[config.mk]
export PLATFORM = sky130hd
export DESIGN_NAME = wave_slot_table_top
export DESIGN_NICKNAME = d
export VERILOG_FILES = /design/src/design/wst_pkg.sv /design/src/design/wst_ctrl.sv /design/src/design/wst_dp.sv /design/src/design/wave_slot_table_top.sv
export SDC_FILE = /design/constraint.sdc
export NUM_CORES = 2
export LEC_CHECK = 0
export ABC_AREA = 1
export BUFFER_PORTS_ARGS = -buffer_cell sky130_fd_sc_hd__clkbuf_2
export CAP_MARGIN = 0
export CORE_MARGIN = 2
export CORE_UTILIZATION = 47
export CTS_BUF_LIST = sky130_fd_sc_hd__clkbuf_16
export DETAILED_ROUTE_END_ITERATION = 8
export GPL_TIMING_DRIVEN = 0
export PLACE_DENSITY = 0.71
export SETUP_SLACK_MARGIN = 0.1
export SLEW_MARGIN = 20
export SYNTH_ARGS = -nofsm -noshare
export SYNTH_HDL_FRONTEND = slang
export SYNTH_HIERARCHICAL = 1
export SYNTH_SLANG_ARGS = --single-unit
export TNS_END_PERCENT = 20
[constraint.sdc]
create_clock -name clk -period 4.69 [get_ports clk]
set_input_delay 0.7035 -clock clk [delete_from_list [all_inputs] [get_ports clk]]
set_output_delay 0.7035 -clock clk [all_outputs]
set_load 0.01 [all_outputs]
[src/design/wst_pkg.sv]
package wst_pkg;

  localparam int MAX_WAVES = 16;
  localparam int NUM_CH    = 2;
  localparam int IDX_W     = $clog2(MAX_WAVES);
  localparam int CH_W      = (NUM_CH > 1) ? $clog2(NUM_CH) : 1;
  localparam int CNT_W     = $clog2(MAX_WAVES + 1);
  localparam int ADDR_W    = CH_W + IDX_W;
  localparam int DEPTH     = NUM_CH * MAX_WAVES;

  localparam int REQ_W  = 4;
  localparam int WID_W  = 5;
  localparam int CHIN_W = 2;
  localparam int VAL_W  = 16;
  localparam int ST_W   = 3;
  localparam int IDO_W  = 4;
  localparam int CNTO_W = 5;

  localparam logic [REQ_W-1:0] REQ_ADD      = 4'd0;
  localparam logic [REQ_W-1:0] REQ_REMOVE   = 4'd1;
  localparam logic [REQ_W-1:0] REQ_MODIFY   = 4'd2;
  localparam logic [REQ_W-1:0] REQ_SET_FREQ = 4'd3;
  localparam logic [REQ_W-1:0] REQ_SET_AMP  = 4'd4;
  localparam logic [REQ_W-1:0] REQ_SET_PH   = 4'd5;
  localparam logic [REQ_W-1:0] REQ_READ     = 4'd6;
  localparam logic [REQ_W-1:0] REQ_COUNT    = 4'd7;
  localparam logic [REQ_W-1:0] REQ_RST_CH   = 4'd8;
  localparam logic [REQ_W-1:0] REQ_RST_ALL  = 4'd9;

  localparam logic [ST_W-1:0] ST_OK     = 3'd0;
  localparam logic [ST_W-1:0] ST_BAD_CH = 3'd1;
  localparam logic [ST_W-1:0] ST_NEG    = 3'd2;
  localparam logic [ST_W-1:0] ST_FULL   = 3'd3;
  localparam logic [ST_W-1:0] ST_BAD_ID = 3'd4;

  typedef enum logic [2:0] {
    S_IDLE, S_EXEC, S_SHIFT_CHK, S_SHIFT_RD, S_SHIFT_WR, S_RESULT, S_OUT
  } state_t;

  typedef struct packed {
    logic take_req;
    logic exec;
    logic shift_rd;
    logic shift_wr;
    logic load_res;
  } cmd_t;

  typedef struct packed {
    logic remove_go;
    logic shift_more;
  } stat_t;

endpackage

[src/design/wst_ctrl.sv]
module wst_ctrl import wst_pkg::*; (
  input  logic  clk,
  input  logic  rst,
  input  logic  in_valid,
  output logic  in_ready,
  output logic  out_valid,
  input  logic  out_ready,
  input  stat_t stat,
  output cmd_t  cmd
);

  state_t state, state_next;

  always_ff @(posedge clk) begin
    if (rst) state <= S_IDLE;
    else     state <= state_next;
  end

  always_comb begin
    state_next = state;
    case (state)
      S_IDLE:      if (in_valid) state_next = S_EXEC;
      S_EXEC:      state_next = stat.remove_go ? S_SHIFT_CHK : S_RESULT;
      S_SHIFT_CHK: state_next = stat.shift_more ? S_SHIFT_RD : S_RESULT;
      S_SHIFT_RD:  state_next = S_SHIFT_WR;
      S_SHIFT_WR:  state_next = S_SHIFT_CHK;
      S_RESULT:    state_next = S_OUT;
      S_OUT:       if (out_ready) state_next = S_IDLE;
      default:     state_next = S_IDLE;
    endcase
  end

  always_comb begin
    cmd       = '0;
    in_ready  = 1'b0;
    out_valid = 1'b0;
    case (state)
      S_IDLE: begin
        in_ready     = 1'b1;
        cmd.take_req = in_valid;
      end
      S_EXEC:     cmd.exec     = 1'b1;
      S_SHIFT_RD: cmd.shift_rd = 1'b1;
      S_SHIFT_WR: cmd.shift_wr = 1'b1;
      S_RESULT:   cmd.load_res = 1'b1;
      S_OUT:      out_valid    = 1'b1;
      default: ;
    endcase
  end

endmodule

[src/design/wst_dp.sv]
module wst_dp import wst_pkg::*; (
  input  logic              clk,
  input  logic              rst,
  input  cmd_t              cmd,
  output stat_t             stat,
  input  logic [REQ_W-1:0]  req_type,
  input  logic [WID_W-1:0]  wave_id,
  input  logic [CHIN_W-1:0] channel,
  input  logic [VAL_W-1:0]  freq_in,
  input  logic [VAL_W-1:0]  amp_in,
  input  logic [VAL_W-1:0]  phase_in,
  output logic [ST_W-1:0]   status,
  output logic [IDO_W-1:0]  id_out,
  output logic [VAL_W-1:0]  freq_out,
  output logic [VAL_W-1:0]  amp_out,
  output logic [VAL_W-1:0]  phase_out,
  output logic [CNTO_W-1:0] wave_count
);

  // latched request
  logic [REQ_W-1:0]  r_req;
  logic [WID_W-1:0]  r_id;
  logic [CHIN_W-1:0] r_ch;
  logic [VAL_W-1:0]  r_f, r_a, r_p;

  // id map and counts
  logic              map_v   [MAX_WAVES];
  logic [CH_W-1:0]   map_ch  [MAX_WAVES];
  logic [IDX_W-1:0]  map_idx [MAX_WAVES];
  logic [CNT_W-1:0]  cnt     [NUM_CH];

  // parameter store, one array per field
  logic [VAL_W-1:0]  mem_f [DEPTH];
  logic [VAL_W-1:0]  mem_a [DEPTH];
  logic [VAL_W-1:0]  mem_p [DEPTH];
  logic [VAL_W-1:0]  rd_f, rd_a, rd_p;
  logic [ADDR_W-1:0] raddr, waddr;
  logic              we_f, we_a, we_p;
  logic [VAL_W-1:0]  wd_f, wd_a, wd_p;

  // removal walk
  logic [CH_W-1:0]   sh_c;
  logic [IDX_W-1:0]  sh_k;
  logic [CNT_W-1:0]  sh_n;

  // result holding
  logic [ST_W-1:0]   res_st;
  logic [IDO_W-1:0]  res_id;
  logic [CNTO_W-1:0] res_cnt;
  logic              res_rd;

  logic [IDX_W-1:0]  id_ix, free_id, loc_idx;
  logic [CH_W-1:0]   ch_ix, loc_ch;
  logic              id_ok, ch_ok, neg, full, free_found;
  logic [CNT_W:0]    total;
  logic [CNT_W-1:0]  n_ch, n_rm;
  logic [ST_W-1:0]   st_c;

  assign id_ix   = r_id[IDX_W-1:0];
  assign ch_ix   = r_ch[CH_W-1:0];
  assign id_ok   = ({1'b0, r_id} < (WID_W+1)'(MAX_WAVES)) && map_v[id_ix];
  assign ch_ok   = {1'b0, r_ch} < (CHIN_W+1)'(NUM_CH);
  assign neg     = r_f[VAL_W-1] | r_p[VAL_W-1];
  assign loc_ch  = map_ch[id_ix];
  assign loc_idx = map_idx[id_ix];
  assign n_ch    = cnt[ch_ix];
  assign n_rm    = (cnt[loc_ch] != '0) ? cnt[loc_ch] - 1'b1 : '0;

  always_comb begin
    free_id    = '0;
    free_found = 1'b0;
    for (int i = MAX_WAVES - 1; i >= 0; i--) begin
      if (!map_v[i]) begin
        free_id    = IDX_W'(i);
        free_found = 1'b1;
      end
    end
    total = '0;
    for (int c = 0; c < NUM_CH; c++) total = total + (CNT_W+1)'(cnt[c]);
    full = (total >= (CNT_W+1)'(MAX_WAVES)) || !free_found;
  end

  always_comb begin
    st_c = ST_OK;
    case (r_req)
      REQ_ADD: begin
        if (!ch_ok)    st_c = ST_BAD_CH;
        else if (neg)  st_c = ST_NEG;
        else if (full) st_c = ST_FULL;
      end
      REQ_REMOVE, REQ_SET_FREQ, REQ_SET_AMP, REQ_SET_PH, REQ_READ: begin
        if (!id_ok) st_c = ST_BAD_ID;
      end
      REQ_MODIFY: begin
        if (!id_ok)   st_c = ST_BAD_ID;
        else if (neg) st_c = ST_NEG;
      end
      REQ_COUNT, REQ_RST_CH: begin
        if (!ch_ok) st_c = ST_BAD_CH;
      end
      default: st_c = ST_OK;
    endcase
  end

  assign stat.remove_go  = (r_req == REQ_REMOVE) && id_ok;
  assign stat.shift_more = {1'b0, sh_k} < sh_n;

  // memory port control
  always_comb begin
    we_f  = 1'b0;
    we_a  = 1'b0;
    we_p  = 1'b0;
    waddr = {loc_ch, loc_idx};
    wd_f  = r_f;
    wd_a  = r_a;
    wd_p  = r_p;
    raddr = {loc_ch, loc_idx};
    if (cmd.shift_rd) raddr = {sh_c, sh_k + 1'b1};
    if (cmd.shift_wr) begin
      waddr = {sh_c, sh_k};
      wd_f  = rd_f;
      wd_a  = rd_a;
      wd_p  = rd_p;
      we_f  = 1'b1;
      we_a  = 1'b1;
      we_p  = 1'b1;
    end else if (cmd.exec && st_c == ST_OK) begin
      case (r_req)
        REQ_ADD: begin
          waddr = {ch_ix, n_ch[IDX_W-1:0]};
          we_f  = 1'b1;
          we_a  = 1'b1;
          we_p  = 1'b1;
        end
        REQ_MODIFY: begin
          we_f = 1'b1;
          we_a = 1'b1;
          we_p = 1'b1;
        end
        REQ_SET_FREQ: we_f = 1'b1;
        REQ_SET_AMP:  we_a = 1'b1;
        REQ_SET_PH:   we_p = 1'b1;
        default: ;
      endcase
    end
  end

  always_ff @(posedge clk) begin
    if (we_f) mem_f[waddr] <= wd_f;
    if (we_a) mem_a[waddr] <= wd_a;
    if (we_p) mem_p[waddr] <= wd_p;
    rd_f <= mem_f[raddr];
    rd_a <= mem_a[raddr];
    rd_p <= mem_p[raddr];
  end

  always_ff @(posedge clk) begin
    if (cmd.take_req) begin
      r_req <= req_type;
      r_id  <= wave_id;
      r_ch  <= channel;
      r_f   <= freq_in;
      r_a   <= amp_in;
      r_p   <= phase_in;
    end
    if (cmd.exec) begin
      res_st  <= st_c;
      res_id  <= (r_req == REQ_ADD && st_c == ST_OK) ? IDO_W'(free_id) : '0;
      res_cnt <= (r_req == REQ_COUNT && st_c == ST_OK) ? CNTO_W'(n_ch) : '0;
      res_rd  <= (r_req == REQ_READ) && (st_c == ST_OK);
      sh_c    <= loc_ch;
      sh_k    <= loc_idx;
      sh_n    <= n_rm;
    end
    if (cmd.shift_wr) sh_k <= sh_k + 1'b1;
    if (cmd.load_res) begin
      status     <= res_st;
      id_out     <= res_id;
      wave_count <= res_cnt;
      freq_out   <= res_rd ? rd_f : '0;
      amp_out    <= res_rd ? rd_a : '0;
      phase_out  <= res_rd ? rd_p : '0;
    end
  end

  always_ff @(posedge clk) begin
    if (rst) begin
      for (int i = 0; i < MAX_WAVES; i++) map_v[i] <= 1'b0;
      for (int c = 0; c < NUM_CH; c++) cnt[c] <= '0;
    end else if (cmd.exec && st_c == ST_OK) begin
      case (r_req)
        REQ_ADD: begin
          map_v[free_id]   <= 1'b1;
          map_ch[free_id]  <= ch_ix;
          map_idx[free_id] <= n_ch[IDX_W-1:0];
          cnt[ch_ix]       <= n_ch + 1'b1;
        end
        REQ_REMOVE: begin
          for (int i = 0; i < MAX_WAVES; i++) begin
            if (map_v[i] && map_ch[i] == loc_ch && map_idx[i] > loc_idx)
              map_idx[i] <= map_idx[i] - 1'b1;
          end
          map_v[id_ix] <= 1'b0;
          cnt[loc_ch]  <= n_rm;
        end
        REQ_RST_CH: begin
          for (int i = 0; i < MAX_WAVES; i++) begin
            if (map_ch[i] == ch_ix) map_v[i] <= 1'b0;
          end
          cnt[ch_ix] <= '0;
        end
        REQ_RST_ALL: begin
          for (int i = 0; i < MAX_WAVES; i++) map_v[i] <= 1'b0;
          for (int c = 0; c < NUM_CH; c++) cnt[c] <= '0;
        end
        default: ;
      endcase
    end
  end

endmodule

[src/design/wave_slot_table_top.sv]
// sequencing: after acceptance a request passes through the EXEC and RESULT states
//   before the result is valid; a remove also passes SHIFT_CHK, then SHIFT_RD, SHIFT_WR
//   and SHIFT_CHK again per list entry moved (up to MAX_WAVES-1 entries)
// throughput: one request at a time, next accepted the cycle after the result
//   transaction; set by the sequencer handling a single request end to end
// reset: synchronous active-high rst clears the id map and channel counts;
//   no clearing pass, the block takes requests right after reset
module wave_slot_table_top import wst_pkg::*; (
  input  logic        clk,
  input  logic        rst,
  input  logic        s_tvalid,
  output logic        s_tready,
  input  logic [55:0] s_tdata,  // wave_id[4:0], channel[6:5], freq_in[22:7],
                                // amp_in[38:23], phase_in[54:39], zero pad
  input  logic [3:0]  s_tuser,  // req_type[3:0]
  output logic        m_tvalid,
  input  logic        m_tready,
  output logic [63:0] m_tdata   // status[2:0], id_out[6:3], freq_out[22:7],
                                // amp_out[38:23], phase_out[54:39],
                                // wave_count[59:55], zero pad
);

  // command and status between sequencer and datapath
  cmd_t  cmd;
  stat_t stat;

  logic [ST_W-1:0]   status;
  logic [IDO_W-1:0]  id_out;
  logic [VAL_W-1:0]  freq_out, amp_out, phase_out;
  logic [CNTO_W-1:0] wave_count;

  // sequencer: accept, execute, walk the list on remove, present result
  wst_ctrl u_ctrl (
    .clk       (clk),
    .rst       (rst),
    .in_valid  (s_tvalid),
    .in_ready  (s_tready),
    .out_valid (m_tvalid),
    .out_ready (m_tready),
    .stat      (stat),
    .cmd       (cmd)
  );

  // datapath: id map, counts, parameter store and result register
  wst_dp u_dp (
    .clk        (clk),
    .rst        (rst),
    .cmd        (cmd),
    .stat       (stat),
    .req_type   (s_tuser),
    .wave_id    (s_tdata[4:0]),
    .channel    (s_tdata[6:5]),
    .freq_in    (s_tdata[22:7]),
    .amp_in     (s_tdata[38:23]),
    .phase_in   (s_tdata[54:39]),
    .status     (status),
    .id_out     (id_out),
    .freq_out   (freq_out),
    .amp_out    (amp_out),
    .phase_out  (phase_out),
    .wave_count (wave_count)
  );

  // result transaction packing, top four bits padded with zeros
  assign m_tdata = {4'b0, wave_count, phase_out, amp_out, freq_out, id_out, status};

endmodule

==> results.txt <==
----------------------------------------------------
[Run status]
  Outcome ... finished with violations
  Violations in the final reports ... setup timing

[CTS]
  Maximum buffer depth of the clock tree ... 3
  Clock Latency Late Sink ... 0.84 ns
  Sinks on Clock Net ... 1840
  CTS HTree Levels ... 4
  TritonCTS clock tree ... built
  Cell at the root of the clock tree ... clkbuf_16
  Number of buffers added by the clock tree synthesis step ... 185
  Clock transition at the registers of the reported paths ... 0.06 ns

[Setup path]
  CP required ... 5.21 ns
  Slowest cell on crit path ... nor3_4
  Reg2Reg Setup Slack ... -0.009 ns
  Crit path top cell by count ... nand3_1
  Arrival time reported for the critical path endpoint ... 5.22 ns
  Number of buffers and inverters on the critical path ... 6
  Highest cell delay on the worst timing path ... 0.66 ns
  Crit path depth ... 15
  Crit Path Max Fanout ... 10
  Number of cells on the worst reg-to-reg path ... 15
  Kind of start point of the critical path ... register
  Largest delay share family, worst path ... buffers and inverters
  Cell chain of the critical path ... inv_1, clkbuf_1, nand3_1, nand3_1, nand2_1, nand3_1, nand2_1, nor2_4, nand2_2, o21ai_2, inv_1, buf_1, nor3_4, buf_4, buf_4
  Category of the worst setup path capture point ... register
  Path type of the worst setup path ... register to register
  Capture instance of the worst register-to-register path ... u_dp/mem_p[23][7]

[Floorplanning]
  Number of top-level design ports ... 130
  Area of the die ... 174000 sq um
  Core box area ... 170000 sq um
  Initial cell density of the core ... 0.473
  Die W ... 417 um
  Y dimension of the die ... 417 um
  Num rows ... 151

[Synth]
  Seq cells post-synth ... 1840
  Synth Instances ... 6998
  Mux cell area share after synthesis ... 0.00115
  YS warnings ... 6
  Synthesized area divided by synthesized cell count ... 11.5 sq um
  Fraction of synthesized cell area in xor and xnor cells ... 0.00731
  Post-synthesis instance area ... 80300 sq um
  Number of synthesized flops with an enable pin ... 1784
  Simple-gate share of the synthesized area ... 0.137
  Post-synthesis async set-or-reset flop share ... 0
  Count of different cell masters after synthesis ... 57
  Sequential-to-total area share from yosys stat ... 0.681
  Leading register cell type out of synthesis ... edfxtp_1
  Adder and majority cell fraction of the synthesized area ... 0.0140
  Dominant combinational cell family by area after synthesis ... simple AND/OR/NAND/NOR gates
  Compound-gate portion of the synthesized area ... 0.0882

[Detailed routing]
  Wire length per cell after detailed routing ... 25.0 um
  Number of antenna-violating nets in the routed design ... 0
  Wire length reported by the detailed router ... 245000 um
  First-pass detailed-route iteration total ... 8
  Post-detailed-route DRC marker count ... 0
  Vias per cell ... 5.79
  Via count ... 56800
  First DRT Iteration DRCs ... 8528

[Placement]
  Port bufs ... 124
  Routability cong. ... 0.936
  Post-detailed-placement half-perimeter wirelength ... 170000 um
  Placed cell areas ... 85500 sq um

[Timing]
  Final clock skew ... 0.0291 ns
  Slew Limit Fails ... 0
  Rel. slew slack ... 0.103
  Hold WS ... 0.0500 ns
  Setup repair after global routing missed its margin ... yes
  Tightest Pin Transition ... 1.35 ns
  Final worst-path cycle share ... 1.00
  Final Hold Violating Endpoints ... 0
  Min cycle time layout ... 4.70 ns
  Fmax ... 213 MHz
  # setup viols final ... 6
  Final setup slack of the worst path ... -0.00938 ns

[GRT]
  Pin count of the biggest net entering global routing ... 33
  Global Route Usage Sum ... 0.276
  Number of global-route vias before repair ... 54300
  Antenna violations before repair ... 12
  Final global-route overflow total ... 0
  Global-route wire length before repair ... 351000 um

[Min path]
  Hold-critical path depth ... 1
  Type of the tightest min-delay check ... primary input to register
  Source of the worst hold timing path ... s_tdata[4]
  Worst hold endpoint ... u_dp/r_id[4]

[Layout]
  Share of final-layout standard cells stronger than drive strength 1 ... 0.132
  Filler cell count ... 13900
  Multi-input combinational cell area ... 20600 sq um
  Synthesis-to-finish area growth ... 14.2%
  Number of nets at the end of the flow ... 7563
  Area occupied by registers ... 54700 sq um
  Summed area of non-filler cells in the final layout ... 91700 sq um
  Layout Utilization ... 0.541

[Flow run]
  Total of max-cap violations ... 0

----------------------------------------------------
==> how the worst max path moves through the flow <==
stage	start	end	slack, ns
2_1_floorplan	s_tvalid	register	0.67
3_3_place_gp	s_tvalid	register	-2.59
3_5_place_dp	u_ctrl/state[0]	u_dp/mem_p[21][3]	-0.43
4_1_cts	register	u_dp/mem_p[13][9]	0.05
5_1_grt	register	u_dp/mem_f[8][12]	-0.0005
6_report	register	u_dp/mem_p[23][7]	-0.009
==> placed cells by master, fill, tap and decap left out, drive strengths merged, types with 3 or more instances in the layout <==
cell            n
o2111ai         5
dlygate4sd3     3
clkbuf        404
dfxtp          56
o21bai          4
diode          12
xor2           27
nand2        1573
edfxtp       1784
nand4          16
a21boi          3
nand3         685
mux2i           7
o211ai        585
a21oi         113
xnor2          40
buf           403
conb            4
a31oi           6
a32oi           3
inv          1044
nor3           84
o21ai         355
bufinv         18
clkinv         77
clkinvlp        8
ha             90
nor2          158
==> synthesized netlist by cell type (7+ instances only) <==
cell      instances  area (sq um)
nor2_2           10          62.6
o21ai_0         293          1470
xnor2_1          40           350
nand2_1        1557          5840
buf_1            31           116
clkbuf_1         89           334
nor3_1           32           160
o21ai_2           8          70.1
o211ai_1        585          4390
buf_2           233          1170
mux2i_1           7          70.1
inv_2             8          30.0
edfxtp_1       1784         53600
o21ai_1          53           265
xor2_1           27           236
nand2_2          13          81.3
nor2_1          145           544
nand3_2           7          70.1
ha_1             90          1130
a21oi_1         111           556
nor3_2           52           521
buf_4            31           233
nand3_1         677          3390
dfxtp_1          56          1120
nand4_1           9          56.3
buf_6            18           203
inv_1           977          3670
==> state kept, by name (all words and copies together) (netlist names), 64 cells and up, named ones only <==
| register | flops |
|---|---|
| u_dp/mem_a | 512 |
| u_dp/mem_f | 512 |
| u_dp/mem_p | 512 |
| u_dp/map_idx | 64 |
==> timing repair <==
action / CTS / global route
endpoints found under the setup margin: 866 / 375
pin swaps: 0 / 5
buffers inserted: 0 / 2
resized for setup: 13 / 26
hold buffers: 3 / 0
hold endpoints to repair: 3 / 0
==> layout make-up <==
cell class	instances	share of cell area
antenna	12	0.000327
multi-input combinational	3771	0.225
clock inverter	159	0.0142
inverter	988	0.0405
timing repair buffer	221	0.0199
buffer	402	0.0226
clock buffer	187	0.0510
sequential	1840	0.596
tap	2218	0.0303
==> cells by family (layout without fill, tap and decap cells) <==
family / Yosys count / after routing
compound gates: 1081 / 1081
xor+xnor: 67 / 67
fa+ha+maj: 90 / 90
buf+inv: 1390 / 1957
flops: 1840 / 1840
mux: 9 / 9
other cells: 1 / 16
simple gates: 2520 / 2520
==> layer usage <==
layer | GRT usage | share of wire | vias up
met5 | 0 | 0.000086 | -
li1 | - | - | 25200
met3 | 0.0625 | 0.12 | 694
met2 | 0.437 | 0.46 | 3674
met4 | 0.145 | 0.058 | 2
met1 | 0.358 | 0.36 | 27200
==> worst register-to-register path: stages, from the launching register on <==
cell and delay, ns:
dfxtp_1 0.37, inv_1 0.14, clkbuf_1 0.50, nand3_1 0.18, nand3_1 0.10, nand2_1 0.13, nand3_1 0.11, nand2_1 0.10
nor2_4 0.14, nand2_2 0.17, o21ai_2 0.40, inv_1 0.26, buf_1 0.58, nor3_4 0.66, buf_4 0.31, buf_4 0.24
==> through the flow <==
| stage | TNS, ns | std cells | setup slack [ns] |
|---|---|---|---|
| final | -0.0470 | 9798 | -0.00938 |
| after global routing | -0.000930 | 9787 | -0.000473 |
| after CTS | 0 | 9784 | 0.0460 |
| after detailed placement | -94.54 | 9435 | -0.427 |
| after global placement | -1078.32 | 9343 | -2.59 |
| after floorplan | 0 | 7001 | 0.670 |
Power is left out: the tool's default activity adds up to more than one toggle a clock period on the data nets, which glitch-free logic cannot reach.
